File: src/rtl/lir_pkg.sv
`default_nettype none
package lir_pkg;

  // Frame and phase formats
  localparam int MAX_CHANNELS    = 8;
  localparam int SAMPLE_BITS     = 24;
  localparam int PHASE_FRAC_BITS = 28;
  localparam int PHASE_BITS      = PHASE_FRAC_BITS + 5;
  localparam int STEP_BITS       = 32;
  localparam int CH_BITS         = 4;
  localparam int MAX_RESULTS     = 8;
  localparam int RES_BITS        = $clog2(MAX_RESULTS);

  localparam logic [PHASE_BITS-1:0] PHASE_ONE = PHASE_BITS'(1) << PHASE_FRAC_BITS;

  // Register reset values
  localparam logic [STEP_BITS-1:0] STEP_RESET   = STEP_BITS'(PHASE_ONE);
  localparam logic [CH_BITS-1:0]   CH_DEFAULT   = CH_BITS'(2);
  localparam logic [CH_BITS-1:0]   CH_MAX       = CH_BITS'(MAX_CHANNELS);

  // Configuration register indexes
  typedef enum logic [1:0] {
    REG_PHASE_STEP    = 2'd0,
    REG_CHANNEL_COUNT = 2'd1,
    REG_BYPASS        = 2'd2
  } lir_reg_t;

  typedef logic signed [SAMPLE_BITS-1:0] sample_t;

  // Load request from the sequencer to the output stage
  typedef struct packed {
    logic load;
    logic bypass;
    logic run_end;
  } lir_push_t;

endpackage
`default_nettype wire

File: src/rtl/lir_lane.sv
`default_nettype none
module lir_lane import lir_pkg::*; (
  input  wire logic                       clk,
  input  wire logic                       en,
  input  wire sample_t                    cur,
  input  wire sample_t                    prev,
  input  wire logic [PHASE_FRAC_BITS-1:0] frac,
  output sample_t                         interp
);

  logic signed [SAMPLE_BITS:0]                 diff;
  logic signed [PHASE_FRAC_BITS:0]             phase_op;
  logic signed [SAMPLE_BITS+PHASE_FRAC_BITS+1:0] prod;
  logic [SAMPLE_BITS-1:0]                      term;

  // Scale the frame-to-frame difference by the phase fraction
  assign diff     = {cur[SAMPLE_BITS-1], cur} - {prev[SAMPLE_BITS-1], prev};
  assign phase_op = {1'b0, frac};
  assign prod     = diff * phase_op;

  // Hold the floored product; only the low sample bits matter after wrap
  always_ff @(posedge clk) begin
    if (en) begin
      term <= prod[SAMPLE_BITS+PHASE_FRAC_BITS-1:PHASE_FRAC_BITS];
    end
  end

  assign interp = sample_t'(prev + term);

endmodule
`default_nettype wire

File: config.mk
export PLATFORM = sky130hd
export DESIGN_NAME = lir_lane
export DESIGN_NICKNAME = d
export VERILOG_FILES = /design/src/rtl/lir_pkg.sv /design/src/rtl/lir_lane.sv
export SDC_FILE = /design/constraint.sdc
export NUM_CORES = 2
export LEC_CHECK = 0
export ABC_AREA = 1
export BUFFER_PORTS_ARGS = -buffer_cell sky130_fd_sc_hd__buf_2
export CAP_MARGIN = 20
export CELL_PAD_IN_SITES_DETAIL_PLACEMENT = 1
export CELL_PAD_IN_SITES_GLOBAL_PLACEMENT = 1
export CORE_ASPECT_RATIO = 1.25
export CORE_MARGIN = 5
export CORE_UTILIZATION = 50
export DETAILED_ROUTE_END_ITERATION = 16
export MAX_ROUTING_LAYER = met4
export PLACE_DENSITY = 0.83
export SYNTH_ARGS = -nofsm -noshare
export SYNTH_HDL_FRONTEND = slang
export SYNTH_SLANG_ARGS = --single-unit
File: constraint.sdc
create_clock -name clk -period 10.7 [get_ports clk]
set_input_delay 0.535 -clock clk [delete_from_list [all_inputs] [get_ports clk]]
set_output_delay 0.535 -clock clk [all_outputs]
set_load 0.01 [all_outputs]
Yosys cells after proc, flatten, opt, wreduce, memory -nomap -nowiden --
Cells that the tools add are included.
Word-level totals: bits in registers 24, word-level logic and storage cells 4
Operators by class: add/sub/neg operators 2, $mul 1
Operators with widths (number):
- 25-bit by 29-bit multiplier with 52-bit output | 1
- 24-bit by 24-bit subtractor with 25-bit output | 1
- 24-bit adder | 1

Logic depth before layout (Yosys ltp) --
depth in word-level cells 2, mapped depth 43, mapped depth without buffers 42

Worst setup path before layout --
Ideal clock, no wire load.
kind input-to-reg, start point input cur[0], end point register term[23] (data pin), setup time 0.252 ns, arrival time 7.115 ns, slack 3.333 ns, stages 38, buffers on the path 1, cells stage by stage inv_1 > ha_1 > fa_1 > inv_1 > nand2_1 > nand2_1 > and2_4 > a21oi_2 > inv_2 > nand2_1 > nand2_1 > or2_1 > nand2_1 > inv_2 > buf_4 > nand2_1 > fa_1 > inv_1 > [2 not listed] > fa_1 > inv_1 > fa_1 > fa_1 > fa_1 > inv_1 > fa_1 > inv_1 > ha_1 > nand2_1 > nor2_1 > inv_1 > nor2_1 > inv_1 > nor3_1 > a21oi_1 > nand2_1 > nand2_1
On the way: word-level cells in the longest chain between the ends 2
RTL lines:
- from (decl) | line lir_lane.sv:5 | input wire sample_t cur,
- 24-bit by 24-bit subtractor with 25-bit output | line lir_lane.sv:17 | assign diff = {cur[SAMPLE_BITS-1], cur} - {prev[SAMPLE_BITS-1], prev};
- 25-bit by 29-bit multiplier with 52-bit output | line lir_lane.sv:19 | assign prod = diff * phase_op;
- net prod[51] | line lir_lane.sv:13 | logic signed [SAMPLE_BITS+PHASE_FRAC_BITS+1:0] prod;
- to (signal assigned) | line lir_lane.sv:24 | term <= prod[SAMPLE_BITS+PHASE_FRAC_BITS-1:PHASE_FRAC_BITS];
- to (decl) | line lir_lane.sv:14 | logic [SAMPLE_BITS-1:0] term;
The timed path passes the listed nets, and every way through them passes these cells. A chain may end at the register's enable or synchronous reset.

Worst setup path after layout --
start point input prev[0], end point register term[12] (data pin)
On the way: word-level cells in the longest chain between the ends 2
RTL lines:
- from (decl) | line lir_lane.sv:6 | input wire sample_t prev,
- 24-bit by 24-bit subtractor with 25-bit output | line lir_lane.sv:17
- 25-bit by 29-bit multiplier with 52-bit output | line lir_lane.sv:19
- net prod[40] | line lir_lane.sv:13
The timed path passes the listed nets, and every way through them passes these cells.

==> flow_summary.toml <==
[detailed_routing]
wl_mm = 104
antenna_left = 0
post_drt_wl_per_cell_um = 25.2
vias = 23600
drc = 0
dr.pass1.iters = 5
vias_per_cell = 5.71
drtIter0Drc = 1440

[sta]
setup-tns-final_ns = 0
period_share_pct = 84.0
relSlewSlack_pct = 32.1
slew_violations = 0
rsz0062_at_grt = "no"
setup_ws_ns = 1.71
tightest_slew_ns = 1.01
hold_violations = 0
post-route-min-period_ns = 8.99
setup-violations-final = 0
fmax_mhz = 111

[synthesis]
async_reset_ff_share_pct = 0
synth-seq-area-share_pct = 2.70
synthFlopType = "edfxtp_1"
synth_area_leaders = "fa_1 (45%), inv_1 (12%), ha_1 (12%)"
synth_nets = 4365
yosysMostFrequentCell = "inv_1"
ys.warnings.count = 0
synth_top_area_share_pct = 44.8
avgSynthCellArea_um2 = 7.75
yosysUniqueCellTypes = 45
synth_area_leader_cell = "fa_1"
syn_inst = 3442
ys_ff_latch = 24
netlist_top_cells_count = "inv_1 (844), nand2_1 (663), fa_1 (596), nor2_1 (373), ha_1 (249)"
netlist_area_um2 = 26700
synth_edf_count = 24

[die]
fp.dieW_um = 217
die_h_um = 268
io_pins = 102
core.rowCount = 94
floorplan.initialDensity_pct = 50.6
core-area_um2 = 52700
fp.dieArea_um2 = 58100

[setup_path]
cp_data_required_time_ns = 10.71
crit_fanout = 18
worstSetupPathType = "input port to register"
critPathArrivalTime_ns = 9.00
critPathCaptureType = "register"
critPathLaunchType = "input port"
max_stage_delay_ns = 0.59
crit_top_cell = "fa_1"
cp_slowest_cell = "inv_2"

[cells_and_area]
largest_register_ffs = 24
reg_top3 = "term (24)"
final_util_pct = 52.6
drive_gt1_share_pct = 5.22
layout.nets = 4375
area_growth_pct = 3.92
fill_cells = 6649
regMostFlops = "term"

[global_route]
grt_use_met1_pct = 41.6
grt_pass1_wl_mm = 159
busiest_layer = "met2"
antenna_found_initial = 1
grt_pass1_vias = 27500
met2_usage_pct = 67.1
grt_overflow = 0
grt_usage_pct = 37.3
grtUsageMet3_pct = 4.11
grt_max_degree = 28

[clock_tree]
clock_path_buffers = 2
cts_tree = "yes"
clock-root-buffer = "clkbuf_16"
postCtsSetupBuffers = 0
cts_buffers = 3
cts.sinks = 24
clk_pin_slew_worst_paths_ns = 0.07
htree_levels = 1
cts_resized = 0
hold_buffers = 0

[placement]
dp_slack_ns = 1.49
dp_hpwl_mm = 90.2
io_buffers = 101
gp_congestion = 1.03

[status]
status = "completed"

[flow_run]
drv_cap = 0

[worst_hold_path]
hp-class = "input port to register"
final cells by class:
cell class | count | area (um2) | share of cell area [%]
diodes | 1 | 2.50 | 0.00903
clock inverters | 1 | 30.0 | 0.108
multi-input cells | 2426 | 22100 | 79.7
clock buffers | 3 | 75.1 | 0.271
flip-flops and latches | 24 | 721 | 2.60
repair buffers | 125 | 686 | 2.47
inverters | 872 | 3270 | 11.8
well taps | 672 | 841 | 3.03
worst max-delay path: cells and delay by family:
| family | cells | cell delay (ns) |
|---|---|---|
| AND/OR/NAND/NOR | 11 | 1.57 |
| XOR/XNOR | 1 | 0.20 |
| buffers and inverters | 9 | 1.16 |
| AO/OA/AOI/OAI | 4 | 0.89 |
| adder cells (fa/ha/maj) | 10 | 4.61 |
metal layers:
metal,routed length (um),share of wire [%],vias to the layer above
li1,-,-,10200
met3,5850,5.6,353
met5,0,0,-
met4,6510,6.3,0
met1,38000,37,12100
met2,53700,52,936
cell families (layout without fill, tap and decap cells):
kind of cell	after synthesis	in the layout	share of synthesized area, %
flip-flops	24	24	2.70
AND/OR/NAND/NOR	1310	1310	20.2
other	0	1	0
adder cells (fa/ha/maj)	845	845	56.4
AO/OA/AOI/OAI	229	229	4.80
buffers and inverters	992	1001	14.5
XOR/XNOR	42	42	1.38
placed cells by master (no fill, tap or decap), types with 2 or more instances in the layout:
master / instances
or2_2: 3
nor3_1: 25
nand4_1: 21
buf_4: 24
nand2_2: 11
buf_2: 101
nor2_1: 373
a21oi_2: 3
nor4_1: 5
a21o_1: 7
xor2_1: 32
inv_2: 16
edfxtp_1: 24
o21bai_1: 19
nor2_2: 11
o21a_1: 3
a21oi_1: 111
clkinv_1: 12
a31oi_1: 10
clkbuf_16: 3
a21boi_0: 3
and3_1: 2
nand3_1: 175
or2_1: 11
a211oi_1: 4
o21ai_0: 60
nand3b_1: 5
o21ai_1: 4
fa_1: 596
xnor2_1: 10
ha_1: 249
inv_1: 844
nand2_1: 663
stage by stage:
step / hold slack, ns / instance area [um2] / instances
floorplan: 0.647 / 26700 / 3442
global placement: 1.11 / 27600 / 4119
detailed placement: 1.12 / 27600 / 4119
CTS: 0.837 / 27700 / 4123
global route: 0.853 / 27700 / 4124
finish: 0.842 / 27700 / 4124
worst paths after layout:
path,start,endpoint,cells past startpoint,slack [ns]
worst min-delay path,en,term[18],1,0.84
worst max-delay path,prev[0],term[12],35,1.71
Power is left out: the tool's default activity adds up to more than one toggle a clock period on the data nets, which glitch-free logic cannot reach.
