File: config.mk
export PLATFORM = sky130hd
export DESIGN_NAME = lir_merge
export DESIGN_NICKNAME = d
export VERILOG_FILES = /design/src/rtl/lir_pkg.sv /design/src/rtl/lir_merge.sv
export SDC_FILE = /design/constraint.sdc
export NUM_CORES = 1
export LEC_CHECK = 0
export ABC_AREA = 1
export BUFFER_PORTS_ARGS = -buffer_cell sky130_fd_sc_hd__buf_2
export CORE_AREA = 4 4 229 231
export CTS_CLUSTER_DIAMETER = 40
export DETAILED_ROUTE_END_ITERATION = 8
export DIE_AREA = 0 0 233 235
export GPL_ROUTABILITY_DRIVEN = 0
export PLACE_DENSITY = 0.52
export SYNTH_ARGS = -nofsm -noshare
export SYNTH_HDL_FRONTEND = slang
export SYNTH_SLANG_ARGS = --single-unit
File: constraint.sdc
create_clock -name clk -period 1.5 [get_ports clk]
set_clock_uncertainty 0.15 [all_clocks]
set_input_delay 0.15 -clock clk [delete_from_list [all_inputs] [get_ports clk]]
set_output_delay 0.15 -clock clk [all_outputs]
set_load 0.05 [all_outputs]
File: src/rtl/lir_pkg.sv
`default_nettype none
package lir_pkg;

  // Frame and phase formats
  localparam int MAX_CHANNELS    = 8;
  localparam int SAMPLE_BITS     = 24;
  localparam int PHASE_FRAC_BITS = 28;
  localparam int PHASE_BITS      = PHASE_FRAC_BITS + 5;
  localparam int STEP_BITS       = 32;
  localparam int CH_BITS         = 4;
  localparam int MAX_RESULTS     = 8;
  localparam int RES_BITS        = $clog2(MAX_RESULTS);

  localparam logic [PHASE_BITS-1:0] PHASE_ONE = PHASE_BITS'(1) << PHASE_FRAC_BITS;

  // Register reset values
  localparam logic [STEP_BITS-1:0] STEP_RESET   = STEP_BITS'(PHASE_ONE);
  localparam logic [CH_BITS-1:0]   CH_DEFAULT   = CH_BITS'(2);
  localparam logic [CH_BITS-1:0]   CH_MAX       = CH_BITS'(MAX_CHANNELS);

  // Configuration register indexes
  typedef enum logic [1:0] {
    REG_PHASE_STEP    = 2'd0,
    REG_CHANNEL_COUNT = 2'd1,
    REG_BYPASS        = 2'd2
  } lir_reg_t;

  typedef logic signed [SAMPLE_BITS-1:0] sample_t;

  // Load request from the sequencer to the output stage
  typedef struct packed {
    logic load;
    logic bypass;
    logic run_end;
  } lir_push_t;

endpackage
`default_nettype wire

File: src/rtl/lir_merge.sv
`default_nettype none
module lir_merge import lir_pkg::*; (
  input  wire logic               clk,
  input  wire logic               rst,
  input  wire lir_push_t          push,
  input  wire sample_t            lane_val [MAX_CHANNELS],
  input  wire sample_t            byp_val  [MAX_CHANNELS],
  input  wire logic [CH_BITS-1:0] nch,
  output logic                    free,
  input  wire logic               out_ready,
  output logic                    out_valid,
  output sample_t                 out_val  [MAX_CHANNELS],
  output logic                    run_end
);

  assign free = !out_valid || out_ready;

  // Output word valid: set on load, drop once taken
  always_ff @(posedge clk) begin
    if (rst) begin
      out_valid <= 1'b0;
    end else if (push.load) begin
      out_valid <= 1'b1;
    end else if (out_ready) begin
      out_valid <= 1'b0;
    end
  end

  // Gather lane results, zero the inactive channels
  always_ff @(posedge clk) begin
    if (push.load) begin
      for (int c = 0; c < MAX_CHANNELS; c++) begin
        if (CH_BITS'(c) < nch) begin
          out_val[c] <= push.bypass ? byp_val[c] : lane_val[c];
        end else begin
          out_val[c] <= '0;
        end
      end
      run_end <= push.run_end;
    end
  end

endmodule
`default_nettype wire

# == After elaboration in Yosys (flattened, before gate mapping) ==
# Index checks and enable logic that the tools add are counted.
# totals
input_bits,394
out_inout_bits,195
ff_bits,194
elab_cells,31
# classes
n_lt_le_gt_ge,8
muxes,10
n_reduce_logical,3
# op_table
op,count
$mux W24,8
$lt A3 B4 Y1 const A,4
$lt A1 B4 Y1 const A,2
$lt A2 B4 Y1 const A,2
$mux W1,2
$reduce_bool A2 Y1,1
$logic_not A1 Y1,1
$logic_or A1 B1 Y1,1

# == Logic depth before layout (Yosys ltp) ==
# Gate-level depths: netlist of run 1.
# depth
word_depth,2
ltp_mapped,7
ltp_nobuf,5

# == Least setup slack after synthesis of run 1 ==
# Ideal clock, no wire load.
# synth_path
kind,reg2reg
start,register out_valid (netlist name)
end,register out_valid
arrival_time_ns,1.254
stages_incl_launch_ff,3
setup_ns,0.073
required_time_ns,1.277
setup_slack_ns,0.023
cell_sequence,dfxtp_1 nand2_1 a21oi_1
# synth_lines
item,line,source
to (signal assigned),lir_merge.sv:21,out_valid <= 1'b0;
to (signal assigned),lir_merge.sv:23,out_valid <= 1'b1;
to (signal assigned),lir_merge.sv:25,out_valid <= 1'b0;
to (decl),lir_merge.sv:11,"output logic out_valid,"

# == Final worst setup path of run 1 ==
# layout_path
start,input port byp_val[130] (netlist name)
end,register out_val[130] (netlist name) (data pin)
# layout_via
elab_chain_len,1
# layout_rtl
item,line,source
from (decl),lir_merge.sv:7,"input wire sample_t byp_val [MAX_CHANNELS],"
$mux W24,lir_merge.sv:34,out_val[c] <= push.bypass ? byp_val[c] : lane_val[c];
"to (signal, indexed assignment)",lir_merge.sv:34,
to (decl),lir_merge.sv:12,"output sample_t out_val [MAX_CHANNELS],"
# Every way passes these cells.
# A chain may end at the register's enable or synchronous reset.

==> impl_metrics.toml, run 1 <==
[power]
p_sw_share_pct = 33.4
peakVddDrop_uv = 625
p_leak_nw = 9.47
p_clk_share_pct = 28.8
internal_power_w = 0.0111
switching_power_w = 0.00555
share_comb_of_total_power_pct = 30.9
seqPwrFrac_pct = 40.3
powerDensity_mw_per_mm2 = 921

[synthesis]
synth_area_per_cell_um2 = 8.46
ys_types = 19
synth-seq-area-share_pct = 60.5
yosysTopAreaCellShare_pct = 60.3
synth.area.top_cells = "edfxtp_1, nand2_1, inv_1"
synth_top_area_cell = "edfxtp_1"
netlist_area_mm2 = 0.00961
yosys_register_bits = 194
yosys_warnings = 0
syn_nets = 1530
syn_inst = 1136

[drt]
vias = 11200
drt_wl_total_mm = 42.8
drcViolationCount = 0
ant_nets = 0
dr.pass1.iters = 7
avgRoutedWirePerCell_um = 15.3
vias_per_cell = 3.99
drt_iter0_drc = 528

[critical_path]
critPathCaptureType = "register"
crit_type = "primary input to register"
rr_worst_depth = 3
critPathRequiredTime_ns = 1.58
startpoint_type = "primary input"
crit_arrival_ns = 1.63
critPathLaunch = "byp_val[130]"
reg2reg_slack_ns = 0.20
worstReg2RegEnd = "out_valid"
r2r_start = "out_valid"
cp_max_fo = 1

[worst_hold_path]
hold_path_class = "primary input to register"
hp-start = "byp_val[79]"
min_to = "out_val[79]"
min_path_cells = 5

[die]
row_count = 82
design.core.area_mm2 = 0.0501
die_h_um = 235
fp.dieW_um = 233
pin_count = 589
dieArea_mm2 = 0.0548
start_util_pct = 19.2

[finish]
fin_area_mm2 = 0.0180
nNetsFinal = 2501
regArea_mm2 = 0.00582
mostFrequentLayoutCells = "nand2_1, buf_2, dlygate4sd3_1"
multiInputGateArea_mm2 = 0.00291
drive_gt1_share_pct = 32.8
final_core_util_pct = 36.0
layout_commonest_cell = "nand2_1"
synthToLayoutAreaGrowth_pct = 87.8
fillerInstances = 5045

[sta]
finalHoldViolCount = 4
tightest_slew_ns = 0.677
relSlewSlack_pct = 54.7
drv_slew = 0
min_period_ns = 1.55
fin_crit_sh_pct = 103
fmax_ghz = 0.647
timing.final.ws_setup_ns = -0.0454
fin_hold_ws_ns = -0.0307
setup_viol = 6
fin_tns_setup_ns = -0.0827

[global_routing]
antenna_found_initial = 3
grt_util_met3_pct = 4.88
grtUsageTotal_pct = 14.9
grt_max_degree = 54
grt_pass1_wl_mm = 63.1
first_global_vias = 11500
use_met2_pct = 26.0
grt_most_used_layer = "met2"
use_met1_pct = 16.3
overflow = 0

[clock_network]
cts.sinks = 194
cts_buffers = 17
clock_path_buffers = 2
insertion_delay_ns = 0.47
h-tree-depth = 4
cts-root-buf = "clkbuf_16"
cts_tree = "built"
cts.clk_slew.worst_paths_ns = 0.07

[placement]
port_buffers = 588
dpl.hpwl_mm = 29.9
placed_cell_area_mm2 = 0.0136

[status]
status = "finished with violations"
violations = "negative hold slack, negative setup slack"

[run]
drv_cap = 0
[synthesized netlist by cell type]
cell and count:
buf_4 2, nand2_2 15, buf_8 1, buf_2 48, nand3_4 1, nand2_1 617
edfxtp_1 193, dfxtp_1 1, clkbuf_1 4, nor2_1 49, nor2_8 1, nand2_4 1
o21ai_0 24, inv_1 130, inv_2 19, buf_6 3, nand3_2 1, a21oi_1 25
buf_12 1
[cells by family after synthesis]
group | share of synthesized area, %
AO/OA/AOI/OAI | 2.55
buffers and inverters | 9.35
flip-flops | 60.5
AND/OR/NAND/NOR | 27.6
[metal layers]
metal,up-vias,wire length [um]
met5,-,0
met4,0,1670
met3,100,3710
met2,553,20900
met1,5096,16500
li1,5416,-
[repair_timing]
item                                    in CTS  in global routing
endpoints found under the setup margin       8                 65
hold buffers                               389                 41
resized for setup                            8                 11
setup buffers                                0                  0
endpoints found under the hold margin      203                 41
pin swaps                                    0                  7
[state kept, by name (all words and copies together) (netlist names)]
register / count
run_end: 1
out_val: 192
out_valid: 1
[area by class of cell]
| cell class | instances | area share, % |
|---|---|---|
| Clock inverter | 13 | 0.881 |
| Clock buffer | 19 | 2.40 |
| Antenna cell | 3 | 0.0416 |
| Timing Repair Buffer | 1011 | 40.6 |
| Tap cell | 672 | 4.66 |
| Sequential cell | 194 | 32.2 |
| Inverter | 149 | 3.13 |
| Multi-Input combinational cell | 734 | 16.1 |
[stage by stage]
| stage | total power, W | setup WS (ns) | std cells |
|---|---|---|---|
| floorplan | 0.00943 | 0.0231 | 1136 |
| global placement | 0.0110 | 0.0823 | 2376 |
| detailed placement | 0.0110 | 0.0547 | 2376 |
| CTS | 0.0169 | 0.000461 | 2797 |
| global route | 0.0174 | -0.0422 | 2792 |
| finish | 0.0166 | -0.0454 | 2795 |
[how the worst max path moves through the flow]
stage,end,slack (ns),cells after the start
floorplan,out_valid,0.02,2
global placement,out_val[37],0.08,7
detailed placement,out_val[21],0.05,4
CTS,out_val[11],0.0005,1
global route,out_val[130],-0.04,7
finish,out_val[130],-0.05,7
[critical path, cell delays in order]
cell and delay (ns):
dlygate4sd3_1 0.57, buf_2 0.14, nand2_1 0.07, nand2_1 0.05, dlygate4sd3_1 0.55, nand2_1 0.06
inv_1 0.04
[power by group through the flow]
stage                     logic (W)  clock network (W)  registers (W)
after floorplan            0.000844                  0        0.00858
after global placement      0.00418                  0        0.00681
after detailed placement    0.00420                  0        0.00682
after CTS                   0.00516            0.00500        0.00671
after global routing        0.00548            0.00519        0.00675
final                       0.00513            0.00479        0.00670
Power figures use the tool's default switching activity.
==> run 2: changes to the inputs <==
--- a/config.mk
+++ b/config.mk
@@ -13,6 +13,7 @@
 export DIE_AREA = 0 0 233 235
 export GPL_ROUTABILITY_DRIVEN = 0
 export PLACE_DENSITY = 0.52
+export SETUP_SLACK_MARGIN = 0.2
 export SYNTH_ARGS = -nofsm -noshare
 export SYNTH_HDL_FRONTEND = slang
 export SYNTH_SLANG_ARGS = --single-unit
==> run 2 against run 1 <==
  * The flow finishes with violations (negative hold slack)
  * Sequential share of layout area is 2.1 points lower
  * Die area stayed put
  * Power is 2.3% higher
  * Critical path type is now register to output pin
  * Critical endpoint is now out_val[95]
  * Highest routed layer unchanged
==> impl_metrics.toml, run 2 (synthesized netlist as in run 1, its figures left out) <==
[finish]
mostFrequentLayoutCells = "nand2_1, buf_2, dlygate4sd3_1"
largest_register_ffs = 192
final_core_util_pct = 38.5
synthToLayoutAreaGrowth_pct = 101
layout_commonest_cell = "nand2_1"
drive_gt1_share_pct = 33.1
top_register = "out_val"
reg_top3 = "out_val x192, out_valid x1, run_end x1"
nNetsFinal = 2511

[sta]
tightest_slew_ns = 0.459
fin_crit_sh_pct = 96.6
fin_tns_setup_ns = 0
setup_viol = 0
rsz0062_at_grt = "true"
finalHoldViolCount = 1
relSlewSlack_pct = 69.4
fmax_ghz = 0.690
drv_slew = 0
min_period_ns = 1.45
fin_hold_ws_ns = -0.192

[die]
row_count = 82
pin_count = 589
fp.dieW_um = 233
dieArea_mm2 = 0.0548
design.core.area_mm2 = 0.0501
start_util_pct = 19.2
die_h_um = 235

[drt]
vias = 11500
dr.pass1.iters = 6
ant_nets = 0
avgRoutedWirePerCell_um = 16.3
vias_per_cell = 4.08
drcViolationCount = 0
drt_iter0_drc = 542
drt_wl_total_mm = 45.7

[worst_hold_path]
min_path_cells = 4
min_to = "out_valid"
hold_path_class = "primary input to register"
hp-start = "out_ready"

[power]
p_leak_nw = 9.78
peakVddDrop_uv = 710
powerDensity_mw_per_mm2 = 881
finalPower_w = 0.0170

[critical_path]
crit_path_top_delay_cell = "edfxtp_1"
critPathCaptureType = "output pin"
critPathRequiredTime_ns = 1.20
crit_arrival_ns = 1.15
worstPathCellList = "buf_6"
r2r_start = "out_valid"
crit_type = "register to output pin"
rr_worst_depth = 2
crit_buf_inv = 1
startpoint_type = "register"
max_stage_delay_ns = 0.47
cp_max_fo = 1
reg2reg_slack_ns = 0.74
worstReg2RegEnd = "out_valid"
cp_top_family = "flip-flops"

[clock_network]
cts_hold_buf = 386
cts_tree = "built"
cts.sinks = 194
cts.clk_slew.worst_paths_ns = 0.08
cts-root-buf = "clkbuf_16"
insertion_delay_ns = 0.47
cts_buffers = 17
h-tree-depth = 4
clock_path_buffers = 2

[placement]
port_buffers = 588
dpl.hpwl_mm = 30.2

[global_routing]
antenna_found_initial = 9
grt_pass1_wl_mm = 67.3
grtUsageTotal_pct = 16.1
overflow = 0
grt_max_degree = 91
first_global_vias = 12300

[status]
status = "finished with violations"
violations = "negative hold slack"

[run]
drv_cap = 0
==> run 2: cell type report <==
class | instances | area, um^2
Sequential cell | 194 | 5820
Clock inverter | 13 | 125
Inverter | 149 | 564
Multi-Input combinational cell | 734 | 2900
Clock buffer | 19 | 433
Fill cell | 4765 | 30800
Antenna cell | 7 | 17.5
Timing Repair Buffer | 1021 | 8600
Tap cell | 672 | 841
==> run 2: how the worst max path moves through the flow <==
stage                     start            to  depth (start not counted)
finish              out_val[95]   out_val[95]                          1
global route        out_val[95]   out_val[95]                          1
CTS                 out_val[95]   out_val[95]                          1
detailed placement       nch[3]   out_val[20]                          5
global placement         nch[3]   out_val[20]                          5
floorplan                nch[3]  out_val[120]                          6
==> run 2: layer usage <==
| metal | up-vias | wire [um] | global-route usage (%) |
|---|---|---|---|
| met5 | - | 0 | 0 |
| met4 | 0 | 2930 | 10.4 |
| met3 | 183 | 4680 | 6.46 |
| met2 | 676 | 21800 | 27.4 |
| met1 | 5170 | 16200 | 16.2 |
| li1 | 5442 | - | - |
==> run 2: report_power, final <==
group	internal, W	total, W	switching [W]
Combinational	0.00236	0.00565	0.00329
Clock	0.00231	0.00453	0.00222
Sequential	0.00657	0.00682	0.000252
==> run 2: timing repair <==
item                                    CTS  global route
gates cloned                              0             0
buffers inserted                          0             0
hold endpoints to repair                207             1
resized for setup                       393             4
endpoints found under the setup margin  195           235
pin swaps                                 1             0
==> run 2: worst register-to-register path: stages, from the launching register on <==
cell and delay (ns):
dfxtp_2 0.36, nand2_2 0.07, a21oi_1 0.12
==> run 2: metrics by stage <==
| stage | instances | area, um^2 | worst slack (ns) |
|---|---|---|---|
| 4_1_cts | 2802 | 19300 | -0.0487 |
| 3_5_place_dp | 2384 | 13600 | 0.103 |
| 3_3_place_gp | 2384 | 13600 | 0.138 |
| 6_report | 2809 | 19300 | 0.0508 |
| 5_1_grt | 2807 | 19300 | -0.0367 |
| 2_1_floorplan | 1136 | 9620 | 0.329 |
